==> config.mk <==
export PLATFORM = sky130hd
export DESIGN_NAME = retrigger_arpeggio_scheduler
export DESIGN_NICKNAME = d
export VERILOG_FILES = /design/src/hw/rtl/rtarp_pkg.sv /design/src/hw/rtl/rtarp_fifo.sv /design/src/hw/rtl/rtarp_front.sv /design/src/hw/rtl/rtarp_back.sv /design/src/hw/rtl/retrigger_arpeggio_scheduler.sv
export SDC_FILE = /design/constraint.sdc
export NUM_CORES = 2
export LEC_CHECK = 0
export BUFFER_PORTS_ARGS = -buffer_cell sky130_fd_sc_hd__buf_2
export CAP_MARGIN = 20
export CORE_UTILIZATION = 40
export CTS_CLUSTER_DIAMETER = 150
export DETAILED_ROUTE_END_ITERATION = 12
export PLACE_DENSITY_LB_ADDON = 0.15
export SYNTH_ARGS = -nofsm -noshare
export SYNTH_HDL_FRONTEND = slang
export SYNTH_HIERARCHICAL = 1
export SYNTH_SLANG_ARGS = --single-unit
export TNS_END_PERCENT = 20
==> constraint.sdc <==
create_clock -name clk -period 14.16 [get_ports clk]
set_input_delay 0 -clock clk [delete_from_list [all_inputs] [get_ports clk]]
set_output_delay 0 -clock clk [all_outputs]
set_load 0.01 [all_outputs]
==> src/hw/rtl/rtarp_pkg.sv <==
// shared types and constants of the retrigger arpeggio scheduler
// no dependencies; imported by every module of the block
`timescale 1ns / 1ps
`default_nettype none

package rtarp_pkg;

	// arpeggio step count and derived widths
	localparam int unsigned ARP_STEPS = 3;
	localparam int unsigned ARP_SLOTS = 3;
	localparam int unsigned LEN_W = $clog2(ARP_STEPS + 1);
	localparam int unsigned LEN_ARP2 = (ARP_STEPS < 2) ? ARP_STEPS : 2;
	localparam int unsigned LEN_ARP3 = (ARP_STEPS < 3) ? ARP_STEPS : 3;
	localparam int unsigned IDX_ARP2 = (LEN_ARP2 > 1) ? 1 : 0;
	localparam int unsigned IDX_ARP3 = (LEN_ARP3 > 1) ? 1 : 0;

	// command queue between front and back
	localparam int unsigned MID_DEPTH = 4;

	// timing widths
	localparam int unsigned SPT_W = 16;
	localparam int unsigned POS_W = 17;

	localparam logic [SPT_W-1:0] SPT_RESET = 16'd2205;

	// action codes
	localparam logic [1:0] ACT_NOTE_ON = 2'd0;
	localparam logic [1:0] ACT_EFFECT  = 2'd1;
	localparam logic [1:0] ACT_ADVANCE = 2'd2;

	// effect codes, column a
	localparam logic [7:0] FX_RETRIG      = 8'hED;
	localparam logic [7:0] FX_REWIND      = 8'hFD;
	// effect codes, column b
	localparam logic [7:0] FX_ARP3        = 8'h05;
	localparam logic [7:0] FX_ARP2        = 8'h06;
	localparam logic [7:0] FX_RETRIG_FINE = 8'hE9;

	// offset that suppresses a trigger
	localparam logic [7:0] OFF_SKIP = 8'h80;

	typedef enum logic [2:0] {
		CMD_NONE,
		CMD_NOTE_ON,
		CMD_REWIND,
		CMD_PROGRAM,
		CMD_ADVANCE
	} cmd_kind_t;

	typedef struct packed {
		logic [1:0]  action;
		logic [7:0]  note_code;
		logic [7:0]  accent;
		logic [7:0]  note_length;
		logic        second_column;
		logic [7:0]  effect_code;
		logic [15:0] effect_value;
		logic [15:0] max_samples;
	} rtarp_item_t;

	typedef struct packed {
		logic [15:0] granted_samples;
		logic        trigger;
		logic [7:0]  trigger_note;
		logic [7:0]  trigger_accent;
		logic [7:0]  trigger_length;
	} rtarp_result_t;

	// classified command, as the back end executes it
	typedef struct packed {
		cmd_kind_t        kind;
		logic [POS_W-1:0] period;
		logic [POS_W-1:0] position;
		logic             wr_off1;
		logic             wr_off2;
		logic [7:0]       off1;
		logic [7:0]       off2;
		logic [LEN_W-1:0] arp_index;
		logic [LEN_W-1:0] arp_length;
		logic [7:0]       note;
		logic [7:0]       accent;
		logic [7:0]       length;
		logic [15:0]      max_samples;
	} rtarp_cmd_t;

endpackage

`default_nettype wire

==> src/hw/rtl/rtarp_fifo.sv <==
// command queue between the front and back ends
// depends on rtarp_pkg for the command type and depth
`timescale 1ns / 1ps
`default_nettype none

module rtarp_fifo (
	input  wire logic               clk,
	input  wire logic               arst_n,
	input  wire logic               push,
	output logic                    full,
	input  rtarp_pkg::rtarp_cmd_t   din,
	input  wire logic               pop,
	output logic                    empty,
	output rtarp_pkg::rtarp_cmd_t   dout
);
	import rtarp_pkg::*;

	localparam int unsigned PTR_W = $clog2(MID_DEPTH);
	localparam int unsigned CNT_W = $clog2(MID_DEPTH + 1);

	rtarp_cmd_t       mem_q [MID_DEPTH];
	logic [PTR_W-1:0] wr_ptr_q;
	logic [PTR_W-1:0] rd_ptr_q;
	logic [CNT_W-1:0] count_q;
	logic             do_push;
	logic             do_pop;

	assign full    = (count_q == CNT_W'(MID_DEPTH));
	assign empty   = (count_q == '0);
	assign do_push = push && !full;
	assign do_pop  = pop && !empty;
	assign dout    = mem_q[rd_ptr_q];

	// storage, no reset
	always_ff @(posedge clk) begin
		if (do_push) begin
			mem_q[wr_ptr_q] <= din;
		end
	end

	// pointers and fill count
	always_ff @(posedge clk or negedge arst_n) begin
		if (!arst_n) begin
			wr_ptr_q <= '0;
			rd_ptr_q <= '0;
			count_q  <= '0;
		end else begin
			if (do_push) begin
				wr_ptr_q <= (wr_ptr_q == PTR_W'(MID_DEPTH - 1)) ? '0 : wr_ptr_q + 1'b1;
			end
			if (do_pop) begin
				rd_ptr_q <= (rd_ptr_q == PTR_W'(MID_DEPTH - 1)) ? '0 : rd_ptr_q + 1'b1;
			end
			if (do_push && !do_pop) begin
				count_q <= count_q + 1'b1;
			end else if (do_pop && !do_push) begin
				count_q <= count_q - 1'b1;
			end
		end
	end

endmodule

`default_nettype wire

==> src/hw/rtl/rtarp_front.sv <==
// front end: holds samples_per_tick, classifies items and works out
// period and start position (multiply, then divide by twelve); uses rtarp_pkg
`timescale 1ns / 1ps
`default_nettype none

module rtarp_front (
	input  wire logic              clk,
	input  wire logic              arst_n,
	input  wire logic              cfg_write,
	input  wire logic [15:0]       cfg_data,
	input  wire logic              push,
	output logic                   full,
	input  rtarp_pkg::rtarp_item_t item,
	output logic                   cmd_push,
	input  wire logic              cmd_full,
	output rtarp_pkg::rtarp_cmd_t  cmd
);
	import rtarp_pkg::*;

	localparam int unsigned PP_W  = 20;
	localparam int unsigned Y_W   = PP_W - 2;
	localparam int unsigned RP_W  = 36;
	localparam int unsigned RECIP_SHIFT = 19;
	localparam logic [3:0]  TICK_DIV   = 4'd12;
	localparam logic [3:0]  THIRD_MUL  = 4'd4;
	localparam logic [PP_W-1:0] ROUND_UP = PP_W'(TICK_DIV - 4'd1);
	// ceil(2^19 / 3): exact quotient for any 18-bit dividend
	localparam logic [Y_W-1:0] RECIP3 = 18'd174763;

	logic [SPT_W-1:0] spt_q;

	// decode outputs
	rtarp_cmd_t       cmd_c;
	logic [3:0]       mul_p_c;
	logic             plus_one_c;
	logic             round_p_c;
	logic             inc_p_c;
	logic [3:0]       mul_q_c;
	logic             round_q_c;
	logic [POS_W-1:0] op_p_c;
	logic [PP_W-1:0]  prod_p_c;
	logic [PP_W-1:0]  prod_q_c;
	logic [3:0]       nib_lo;
	logic [3:0]       nib_hi;
	logic [7:0]       byte_hi;
	logic [7:0]       byte_lo;

	// stage 1
	logic             valid_s1;
	rtarp_cmd_t       cmd_s1;
	logic [PP_W-1:0]  pp_s1;
	logic [PP_W-1:0]  pq_s1;
	logic             round_p_s1;
	logic             round_q_s1;
	logic             inc_s1;

	// stage 2
	logic             valid_s2;
	rtarp_cmd_t       cmd_s2;
	logic [RP_W-1:0]  rp_s2;
	logic [RP_W-1:0]  rq_s2;
	logic             inc_s2;

	logic [PP_W-1:0]  xp_c;
	logic [PP_W-1:0]  xq_c;
	logic [RP_W-1:0]  rp_c;
	logic [RP_W-1:0]  rq_c;
	logic             adv;

	assign nib_lo  = item.effect_value[3:0];
	assign nib_hi  = item.effect_value[7:4];
	assign byte_hi = item.effect_value[15:8];
	assign byte_lo = item.effect_value[7:0];

	// tick length register
	always_ff @(posedge clk or negedge arst_n) begin
		if (!arst_n) begin
			spt_q <= SPT_RESET;
		end else if (cfg_write) begin
			spt_q <= cfg_data;
		end
	end

	// classify the item and choose multiplier operands
	always_comb begin
		cmd_c             = '0;
		cmd_c.kind        = CMD_NONE;
		cmd_c.note        = item.note_code;
		cmd_c.accent      = item.accent;
		cmd_c.length      = item.note_length;
		cmd_c.max_samples = item.max_samples;
		cmd_c.arp_length  = LEN_W'(1);
		cmd_c.arp_index   = '0;
		mul_p_c           = '0;
		plus_one_c        = 1'b0;
		round_p_c         = 1'b0;
		inc_p_c           = 1'b0;
		mul_q_c           = '0;
		round_q_c         = 1'b0;
		case (item.action)
			ACT_NOTE_ON: begin
				cmd_c.kind = CMD_NOTE_ON;
			end
			ACT_ADVANCE: begin
				cmd_c.kind = CMD_ADVANCE;
			end
			ACT_EFFECT: begin
				if (!item.second_column) begin
					case (item.effect_code)
						FX_RETRIG: begin
							// spt - n*spt/12 == ceil((12-n)*spt/12)
							cmd_c.kind = CMD_PROGRAM;
							mul_p_c    = TICK_DIV;
							mul_q_c    = (nib_lo > TICK_DIV) ? 4'd0 : TICK_DIV - nib_lo;
							round_q_c  = 1'b1;
						end
						FX_REWIND: begin
							cmd_c.kind = CMD_REWIND;
						end
						default: begin
							cmd_c.kind = CMD_NONE;
						end
					endcase
				end else begin
					case (item.effect_code)
						FX_ARP3: begin
							cmd_c.kind       = CMD_PROGRAM;
							cmd_c.wr_off1    = 1'b1;
							cmd_c.wr_off2    = 1'b1;
							cmd_c.off1       = byte_hi;
							cmd_c.off2       = byte_lo;
							cmd_c.arp_index  = LEN_W'(IDX_ARP3);
							cmd_c.arp_length = LEN_W'(LEN_ARP3);
							mul_p_c          = THIRD_MUL;
							inc_p_c          = 1'b1;
						end
						FX_ARP2: begin
							cmd_c.kind       = CMD_PROGRAM;
							cmd_c.wr_off1    = 1'b1;
							cmd_c.off1       = byte_lo;
							cmd_c.arp_index  = LEN_W'(IDX_ARP2);
							cmd_c.arp_length = LEN_W'(LEN_ARP2);
							mul_p_c          = TICK_DIV;
							plus_one_c       = 1'b1;
							mul_q_c          = (byte_hi > 8'(TICK_DIV)) ? 4'd0
								: 4'(8'(TICK_DIV) - byte_hi);
						end
						FX_RETRIG_FINE: begin
							cmd_c.kind = CMD_PROGRAM;
							mul_p_c    = nib_lo;
							plus_one_c = 1'b1;
							round_p_c  = 1'b1;
							mul_q_c    = nib_hi;
						end
						default: begin
							cmd_c.kind = CMD_NONE;
						end
					endcase
				end
			end
			default: begin
				cmd_c.kind = CMD_NONE;
			end
		endcase
	end

	// products of stage 1, both below 2^20
	assign op_p_c   = plus_one_c ? {1'b0, spt_q} + POS_W'(1) : {1'b0, spt_q};
	assign prod_p_c = PP_W'(mul_p_c) * PP_W'(op_p_c);
	assign prod_q_c = PP_W'(mul_q_c) * PP_W'(spt_q);

	// divide by twelve: drop two bits, then multiply by the reciprocal of three
	assign xp_c = pp_s1 + (round_p_s1 ? ROUND_UP : '0);
	assign xq_c = pq_s1 + (round_q_s1 ? ROUND_UP : '0);
	assign rp_c = {{(RP_W - Y_W){1'b0}}, xp_c[PP_W-1:2]} * {{(RP_W - Y_W){1'b0}}, RECIP3};
	assign rq_c = {{(RP_W - Y_W){1'b0}}, xq_c[PP_W-1:2]} * {{(RP_W - Y_W){1'b0}}, RECIP3};

	// pipeline moves as one unless the queue refuses stage 2
	assign adv      = !valid_s2 || !cmd_full;
	assign full     = !adv;
	assign cmd_push = valid_s2 && !cmd_full;

	always_ff @(posedge clk or negedge arst_n) begin
		if (!arst_n) begin
			valid_s1 <= 1'b0;
			valid_s2 <= 1'b0;
		end else if (adv) begin
			valid_s1 <= push;
			valid_s2 <= valid_s1;
		end
	end

	// payload stages
	always_ff @(posedge clk) begin
		if (adv) begin
			cmd_s1     <= cmd_c;
			pp_s1      <= prod_p_c;
			pq_s1      <= prod_q_c;
			round_p_s1 <= round_p_c;
			round_q_s1 <= round_q_c;
			inc_s1     <= inc_p_c;
			cmd_s2     <= cmd_s1;
			rp_s2      <= rp_c;
			rq_s2      <= rq_c;
			inc_s2     <= inc_s1;
		end
	end

	// finished command
	always_comb begin
		cmd          = cmd_s2;
		cmd.period   = rp_s2[RECIP_SHIFT +: POS_W] + POS_W'(inc_s2);
		cmd.position = rq_s2[RECIP_SHIFT +: POS_W];
	end

endmodule

`default_nettype wire

==> src/hw/rtl/rtarp_back.sv <==
// back end: retrigger state, sample grants, trigger note and result queue
// depends on rtarp_pkg for command and result types
`timescale 1ns / 1ps
`default_nettype none

module rtarp_back (
	input  wire logic                clk,
	input  wire logic                arst_n,
	input  wire logic                cmd_empty,
	output logic                     cmd_pop,
	input  rtarp_pkg::rtarp_cmd_t    cmd,
	input  wire logic                pop,
	output logic                     empty,
	output rtarp_pkg::rtarp_result_t result
);
	import rtarp_pkg::*;

	localparam logic [8:0] NOTES_PER_OCT = 9'd12;
	localparam logic [8:0] SEQ_BIAS      = 9'd128;
	localparam logic [8:0] SEQ_TOP       = 9'd247;
	localparam logic [6:0] SEQ_MAX       = 7'd119;
	localparam logic [3:0] SEMI_MAX      = 4'd12;
	// floor(seq * 43 / 512) == seq / 12 for seq up to 119
	localparam logic [12:0] OCT_RECIP    = 13'd43;
	localparam int unsigned OCT_SHIFT    = 9;

	// sequential note number with octave wrap and clamping
	function automatic logic [7:0] shift_note(input logic [7:0] note, input logic [7:0] off);
		logic [3:0]  semi;
		logic [8:0]  sb;
		logic [6:0]  clip;
		logic [12:0] qm;
		logic [3:0]  oct;
		logic [6:0]  rem;
		semi = note[3:0];
		if (semi == 4'd0) begin
			semi = 4'd1;
		end else if (semi > SEMI_MAX) begin
			semi = SEMI_MAX;
		end
		// biased by 128 so the signed offset stays unsigned
		sb = 9'(note[7:4]) * NOTES_PER_OCT + 9'(semi) - 9'd1 + 9'(off ^ OFF_SKIP);
		if (sb < SEQ_BIAS) begin
			clip = 7'd0;
		end else if (sb > SEQ_TOP) begin
			clip = SEQ_MAX;
		end else begin
			clip = 7'(sb - SEQ_BIAS);
		end
		qm  = 13'(clip) * OCT_RECIP;
		oct = qm[OCT_SHIFT +: 4];
		rem = clip - 7'(oct) * 7'(NOTES_PER_OCT);
		return {oct, 4'(rem + 7'd1)};
	endfunction

	// retrigger state
	logic [POS_W-1:0] period_q;
	logic [POS_W-1:0] position_q;
	logic [7:0]       offs_q [ARP_SLOTS];
	logic [LEN_W-1:0] arp_index_q;
	logic [LEN_W-1:0] arp_length_q;
	logic [7:0]       base_note_q;
	logic [7:0]       held_accent_q;
	logic [7:0]       held_length_q;

	// execute stage
	logic             valid_s3;
	logic [15:0]      granted_s3;
	logic             trig_s3;
	logic [7:0]       base_s3;
	logic [7:0]       off_s3;
	logic [7:0]       acc_s3;
	logic [7:0]       len_s3;

	// result queue
	rtarp_result_t    out_q [2];
	logic             wr_ptr_q;
	logic             rd_ptr_q;
	logic [1:0]       out_cnt_q;

	logic             out_full;
	logic             out_push;
	logic             out_pop;
	logic             take;
	logic [POS_W-1:0] diff_c;
	logic [15:0]      grant_c;
	logic [POS_W:0]   sum_c;
	logic             wrap_c;
	logic [7:0]       off_c;
	logic             live_c;
	logic [LEN_W:0]   idx_inc_c;
	logic [LEN_W-1:0] idx_next_c;
	logic             trig_c;
	logic [15:0]      granted_c;
	rtarp_result_t    res_c;

	// handshakes
	assign out_full = (out_cnt_q == 2'd2);
	assign empty    = (out_cnt_q == 2'd0);
	assign out_push = valid_s3 && !out_full;
	assign out_pop  = pop && !empty;
	assign take     = !cmd_empty && (!valid_s3 || out_push);
	assign cmd_pop  = take;

	// advance arithmetic
	assign live_c  = (period_q != '0);
	assign diff_c  = (position_q >= period_q) ? '0 : period_q - position_q;
	assign grant_c = (diff_c < {1'b0, cmd.max_samples}) ? diff_c[15:0] : cmd.max_samples;
	assign sum_c   = {1'b0, position_q} + (POS_W + 1)'(grant_c);
	assign wrap_c  = (sum_c >= {1'b0, period_q});
	assign off_c   = (arp_index_q < LEN_W'(ARP_SLOTS)) ? offs_q[arp_index_q] : 8'd0;

	assign idx_inc_c  = {1'b0, arp_index_q} + 1'b1;
	assign idx_next_c = (idx_inc_c >= {1'b0, arp_length_q}) ? '0 : idx_inc_c[LEN_W-1:0];

	assign trig_c    = (cmd.kind == CMD_ADVANCE) && live_c && wrap_c && (off_c != OFF_SKIP);
	assign granted_c = (cmd.kind != CMD_ADVANCE) ? 16'd0 : (live_c ? grant_c : cmd.max_samples);

	// state update per command
	always_ff @(posedge clk or negedge arst_n) begin
		if (!arst_n) begin
			period_q      <= '0;
			position_q    <= '0;
			offs_q[0]     <= '0;
			offs_q[1]     <= '0;
			offs_q[2]     <= '0;
			arp_index_q   <= '0;
			arp_length_q  <= LEN_W'(1);
			base_note_q   <= 8'd1;
			held_accent_q <= '0;
			held_length_q <= '0;
		end else if (take) begin
			case (cmd.kind)
				CMD_NOTE_ON: begin
					base_note_q   <= cmd.note;
					held_accent_q <= cmd.accent;
					held_length_q <= cmd.length;
					position_q    <= '0;
				end
				CMD_REWIND: begin
					position_q <= '0;
				end
				CMD_PROGRAM: begin
					period_q     <= cmd.period;
					position_q   <= cmd.position;
					offs_q[0]    <= '0;
					arp_index_q  <= cmd.arp_index;
					arp_length_q <= cmd.arp_length;
					if (cmd.wr_off1) begin
						offs_q[1] <= cmd.off1;
					end
					if (cmd.wr_off2) begin
						offs_q[2] <= cmd.off2;
					end
				end
				CMD_ADVANCE: begin
					if (live_c) begin
						if (wrap_c) begin
							position_q  <= '0;
							arp_index_q <= idx_next_c;
						end else begin
							position_q <= sum_c[POS_W-1:0];
						end
					end
				end
				default: begin
					period_q <= period_q;
				end
			endcase
		end
	end

	// execute stage valid
	always_ff @(posedge clk or negedge arst_n) begin
		if (!arst_n) begin
			valid_s3 <= 1'b0;
		end else if (take) begin
			valid_s3 <= 1'b1;
		end else if (out_push) begin
			valid_s3 <= 1'b0;
		end
	end

	// execute stage payload
	always_ff @(posedge clk) begin
		if (take) begin
			granted_s3 <= granted_c;
			trig_s3    <= trig_c;
			base_s3    <= base_note_q;
			off_s3     <= off_c;
			acc_s3     <= trig_c ? held_accent_q : 8'd0;
			len_s3     <= trig_c ? held_length_q : 8'd0;
		end
	end

	// finish the trigger note
	always_comb begin
		res_c.granted_samples = granted_s3;
		res_c.trigger         = trig_s3;
		res_c.trigger_note    = trig_s3 ? shift_note(base_s3, off_s3) : 8'd0;
		res_c.trigger_accent  = acc_s3;
		res_c.trigger_length  = len_s3;
	end

	// two-entry result queue
	always_ff @(posedge clk) begin
		if (out_push) begin
			out_q[wr_ptr_q] <= res_c;
		end
	end

	always_ff @(posedge clk or negedge arst_n) begin
		if (!arst_n) begin
			wr_ptr_q  <= 1'b0;
			rd_ptr_q  <= 1'b0;
			out_cnt_q <= 2'd0;
		end else begin
			if (out_push) begin
				wr_ptr_q <= !wr_ptr_q;
			end
			if (out_pop) begin
				rd_ptr_q <= !rd_ptr_q;
			end
			if (out_push && !out_pop) begin
				out_cnt_q <= out_cnt_q + 2'd1;
			end else if (out_pop && !out_push) begin
				out_cnt_q <= out_cnt_q - 2'd1;
			end
		end
	end

	assign result = out_q[rd_ptr_q];

endmodule

`default_nettype wire

==> src/hw/rtl/retrigger_arpeggio_scheduler.sv <==
// Retrigger and arpeggio scheduler for one tracker track, in sample time.
// Input channel: present an item with push; it is taken at a clock edge where
// push is high and full is low. Note-on, effect and advance items all give
// exactly one result item each.
// Result channel: while empty is low the oldest result sits on result; it is
// taken at an edge where pop is high. Results leave in input order.
// Config: cfg_write with cfg_data loads samples_per_tick (reset 2205); write
// it only while no item is in flight.
// Path: an item passes the two front stages for the multiply and divide by
// twelve, the command queue, the execute stage of the back end and the
// two-entry result queue before its result is visible on result.
// Throughput: one item per cycle when pop is held high; the back end updates
// the retrigger state once per command taken, which sets that rate.
// Stall: up to nine items are buffered; when pop is held low the result
// queue fills, then the command queue, and full rises.
// Reset (arst_n low): all queues empty, retrigger disabled, base note 1.
// depends on rtarp_pkg, rtarp_front, rtarp_fifo and rtarp_back
`timescale 1ns / 1ps
`default_nettype none

module retrigger_arpeggio_scheduler (
	input  wire logic                clk,
	input  wire logic                arst_n,
	input  wire logic                cfg_write,
	input  wire logic [15:0]         cfg_data,
	input  wire logic                push,
	output logic                     full,
	input  rtarp_pkg::rtarp_item_t   item,
	output logic                     empty,
	input  wire logic                pop,
	output rtarp_pkg::rtarp_result_t result
);
	import rtarp_pkg::*;

	logic       mid_push;
	logic       mid_full;
	logic       mid_pop;
	logic       mid_empty;
	rtarp_cmd_t mid_in;
	rtarp_cmd_t mid_out;

	// classify and precompute
	rtarp_front u_front (
		.clk      (clk),
		.arst_n   (arst_n),
		.cfg_write(cfg_write),
		.cfg_data (cfg_data),
		.push     (push),
		.full     (full),
		.item     (item),
		.cmd_push (mid_push),
		.cmd_full (mid_full),
		.cmd      (mid_in)
	);

	// decoupling queue
	rtarp_fifo u_fifo (
		.clk   (clk),
		.arst_n(arst_n),
		.push  (mid_push),
		.full  (mid_full),
		.din   (mid_in),
		.pop   (mid_pop),
		.empty (mid_empty),
		.dout  (mid_out)
	);

	// execute and buffer results
	rtarp_back u_back (
		.clk      (clk),
		.arst_n   (arst_n),
		.cmd_empty(mid_empty),
		.cmd_pop  (mid_pop),
		.cmd      (mid_out),
		.pop      (pop),
		.empty    (empty),
		.result   (result)
	);

endmodule

`default_nettype wire

==> qor.csv <==
stage,metric,value,unit
outcome,status,finished clean,
cts,h-tree-depth,3,
worst_setup_path,slowest_delay,0.81,ns
drt,post_drt_wl_per_cell,17.9,um
timing,setup_viol,0,
cells_and_area,final_nets,5146,
global_routing,grt_max_degree,152,
cts,cts-buffers-inserted,93,
worst_setup_path,worstSetupPathType,reg -> reg,
worst_setup_path,endpoint_kind,register,
placement,gp_congestion,0.849,
worst_setup_path,path_max_fanout,48,
cts,cts_hold_repair.buffers,147,
worst_setup_path,required,14.76,ns
drt,vias,29900,
logic_synthesis,yosys_warnings,6,
logic_synthesis,yosysSeqAreaShare,0.478,
timing,slew_headroom,0.291,
logic_synthesis,synth-seq-cells,835,
cells_and_area,drive_gt1_frac,0.129,
die,die_h,360,um
placement,io_buffers,130,
run,cap_violations,0,
global_routing,grt_pass1_vias,30900,
cts,clkTransAtPathRegs,0.06,ns
timing,fmaxAchievable,110,MHz
drt,route.detailed.drc,0,
min_path,hold_path.class,in -> reg,
drt,dr.pass1.iters,7,
timing,fin_crit,9.06,ns
drt,via_per_inst,4.97,
worst_setup_path,critical-path-slowest-cell,dfrtp_4,
cts,root_buffer,clkbuf_16,
logic_synthesis,synthesis.area,51300,um^2
timing,rsz0062_at_grt,no,
die,start_util,0.403,
logic_synthesis,synth-main-ff-cell,edfxtp_1,
cells_and_area,final_cell_mix,"727 x edfxtp_1, 698 x inv_1, 503 x ha_1",
drt,drt-total-wl,108000,um
cells_and_area,area_growth,14.1,%
die,dieArea,130000,um^2
global_routing,grt.total_usage,0.168,
logic_synthesis,syn_nets,4845,
cells_and_area,mostFrequentLayoutCell,edfxtp_1,
global_routing,grt_antenna_before_repair,0,
logic_synthesis,synth_edf_count,727,
timing,tns,0,ns
timing,drv_slew,0,
logic_synthesis,synth_top_area_frac,0.425,
cts,cts_tree,yes,
logic_synthesis,synth_area_leader_cell,edfxtp_1,
global_routing,grt_pass1_wl,172000,um
logic_synthesis,async_flop_share,0.129,
global_routing,grt.overflow.total,0,
die,rows,131,
logic_synthesis,netlist-cell-type-count,99,
cts,post_cts_buffers,0,
die,core,127000,um^2
timing,tightest_slew,1.05,ns
placement,dpl.hpwl,78400,um
cts,cts_resized,0,
worst_setup_path,critPathLaunchType,register,
cts,clock_sinks,835,
die,ios,131,
drt,ant_nets,0,
timing,finalClockSkew,0.0524,ns
cts,clk_path_buf_depth,3,
worst_setup_path,crit_arrival,9.65,ns
logic_synthesis,syn_avg_cell_area,12.9,um^2
logic_synthesis,synthTopCellsByArea,"edfxtp_1 43%, ha_1 12%, fa_1 11%",
cts,insertion_delay,0.70,ns
die,fp.dieW,360,um
timing,hold_violations,0,
timing,fin_crit_sh,0.639,
drt,first_iter_violations,1536,
logic_synthesis,synth_cells,3971,
==> flip-flops by register name (all words and copies together) (netlist names), 17 cells and up <==
| register | cells |
|---|---|
| u_fifo/mem_q | 396 |
| u_back/out_q | 82 |
| u_front/cmd | 61 |
| u_front/cmd_s1 | 61 |
| u_front/pp_s1 | 20 |
| u_front/pq_s1 | 20 |
| u_back/period_q | 17 |
| u_back/position_q | 17 |
| u_front/rp_s2 | 17 |
| u_front/rq_s2 | 17 |
==> worst max-delay path, delay by kind of cell (launching register included) <==
kind | cells | cell delay (ns)
flip-flops | 1 | 0.81
XOR/XNOR | 1 | 0.17
AO/OA/AOI/OAI | 16 | 3.37
AND/OR/NAND/NOR | 7 | 1.82
buffers and inverters | 2 | 0.89
adder cells (fa/ha/maj) | 3 | 0.81
multiplexers | 2 | 0.94
==> cell usage after synthesis (all sizes together) (12+ instances only) <==
| library cell | instances |
|---|---|
| buf | 39 |
| o21a | 15 |
| mux2 | 105 |
| inv | 698 |
| nand2 | 221 |
| o21bai | 17 |
| nor2b | 33 |
| nand4 | 27 |
| xor2 | 74 |
| a21oi | 136 |
| and2 | 77 |
| mux4 | 99 |
| and3 | 28 |
| nor4 | 13 |
| ha | 503 |
| a221oi | 19 |
| a22oi | 14 |
| fa | 283 |
| dfrtp | 100 |
| a211oi | 12 |
| clkbuf | 52 |
| nand3 | 73 |
| a31oi | 12 |
| nor3 | 32 |
| nand2b | 16 |
| o21ai | 113 |
| xnor2 | 116 |
| edfxtp | 727 |
| a21o | 55 |
| nor2 | 126 |
==> worst paths after layout <==
check | from | to | slack, ns | cells after the start
setup / recovery | u_fifo/rd_ptr_q[0]$_DFFE_PN0P_ | u_back/position_q[1]$_DFFE_PN0P_ | 5.10 | 31
hold / removal | item[4] | u_front/cmd_s1[4]$_DFFE_PN_ | 0.06 | 2
hold reg to reg | u_front/cmd_s1[8]$_DFFE_PN_ | u_front/cmd[8]$_DFFE_PN_ | 0.42 | 0
max in group asynchronous | arst_n | u_fifo/rd_ptr_q[0]$_DFFE_PN0P_ | 12.79 | 4
setup reg to reg | u_fifo/rd_ptr_q[0]$_DFFE_PN0P_ | u_back/position_q[1]$_DFFE_PN0P_ | 5.10 | 31
min in group asynchronous | arst_n | u_front/spt_q[4]$_DFFE_PN1P_ | 0.57 | 3
==> per-stage QoR <==
stage	setup WS, ns	cells	cell area [um^2]	hold slack (ns)	utilization
2_1_floorplan	6.81	3971	51300	-0.296	-
3_3_place_gp	5.00	5689	53800	0.0396	0.422
3_5_place_dp	4.93	5690	53800	0.0727	0.423
4_1_cts	4.88	6008	58600	0.00281	0.460
5_1_grt	4.36	6010	58600	0.0226	0.460
6_report	5.10	6011	58600	0.0562	0.460
==> area by class of cell <==
class                           count  area [um^2]
Sequential cell                   835        24600
Tap cell                         1662         2080
Fill cell                       11600        68800
Timing Repair Buffer              297         2320
Multi-Input combinational cell   2347        23800
Clock inverter                     60          800
Inverter                          698         2620
Clock buffer                      111         2460
Antenna cell                        1         2.50
==> per-layer routing <==
metal  share of wire  global-route usage
met3           0.034              0.0255
met2            0.47               0.277
met5               0                   0
met1            0.48               0.234
met4           0.019              0.0380
==> kinds of logic after synthesis <==
| group | count (synthesis) | synth area share |
|---|---|---|
| AOI/OAI and AO/OA | 468 | 0.0599 |
| buffers and inverters | 789 | 0.0604 |
| muxes | 209 | 0.0676 |
| other | 1 | 0.0000730 |
| DFF | 835 | 0.478 |
| adders and majority gates | 786 | 0.233 |
| and+or+nand+nor | 692 | 0.0680 |
| xor gates and xnor gates | 191 | 0.0329 |
Power is not shown: default switching activity piles up to over one toggle a cycle in this logic, so the estimate is an artifact.
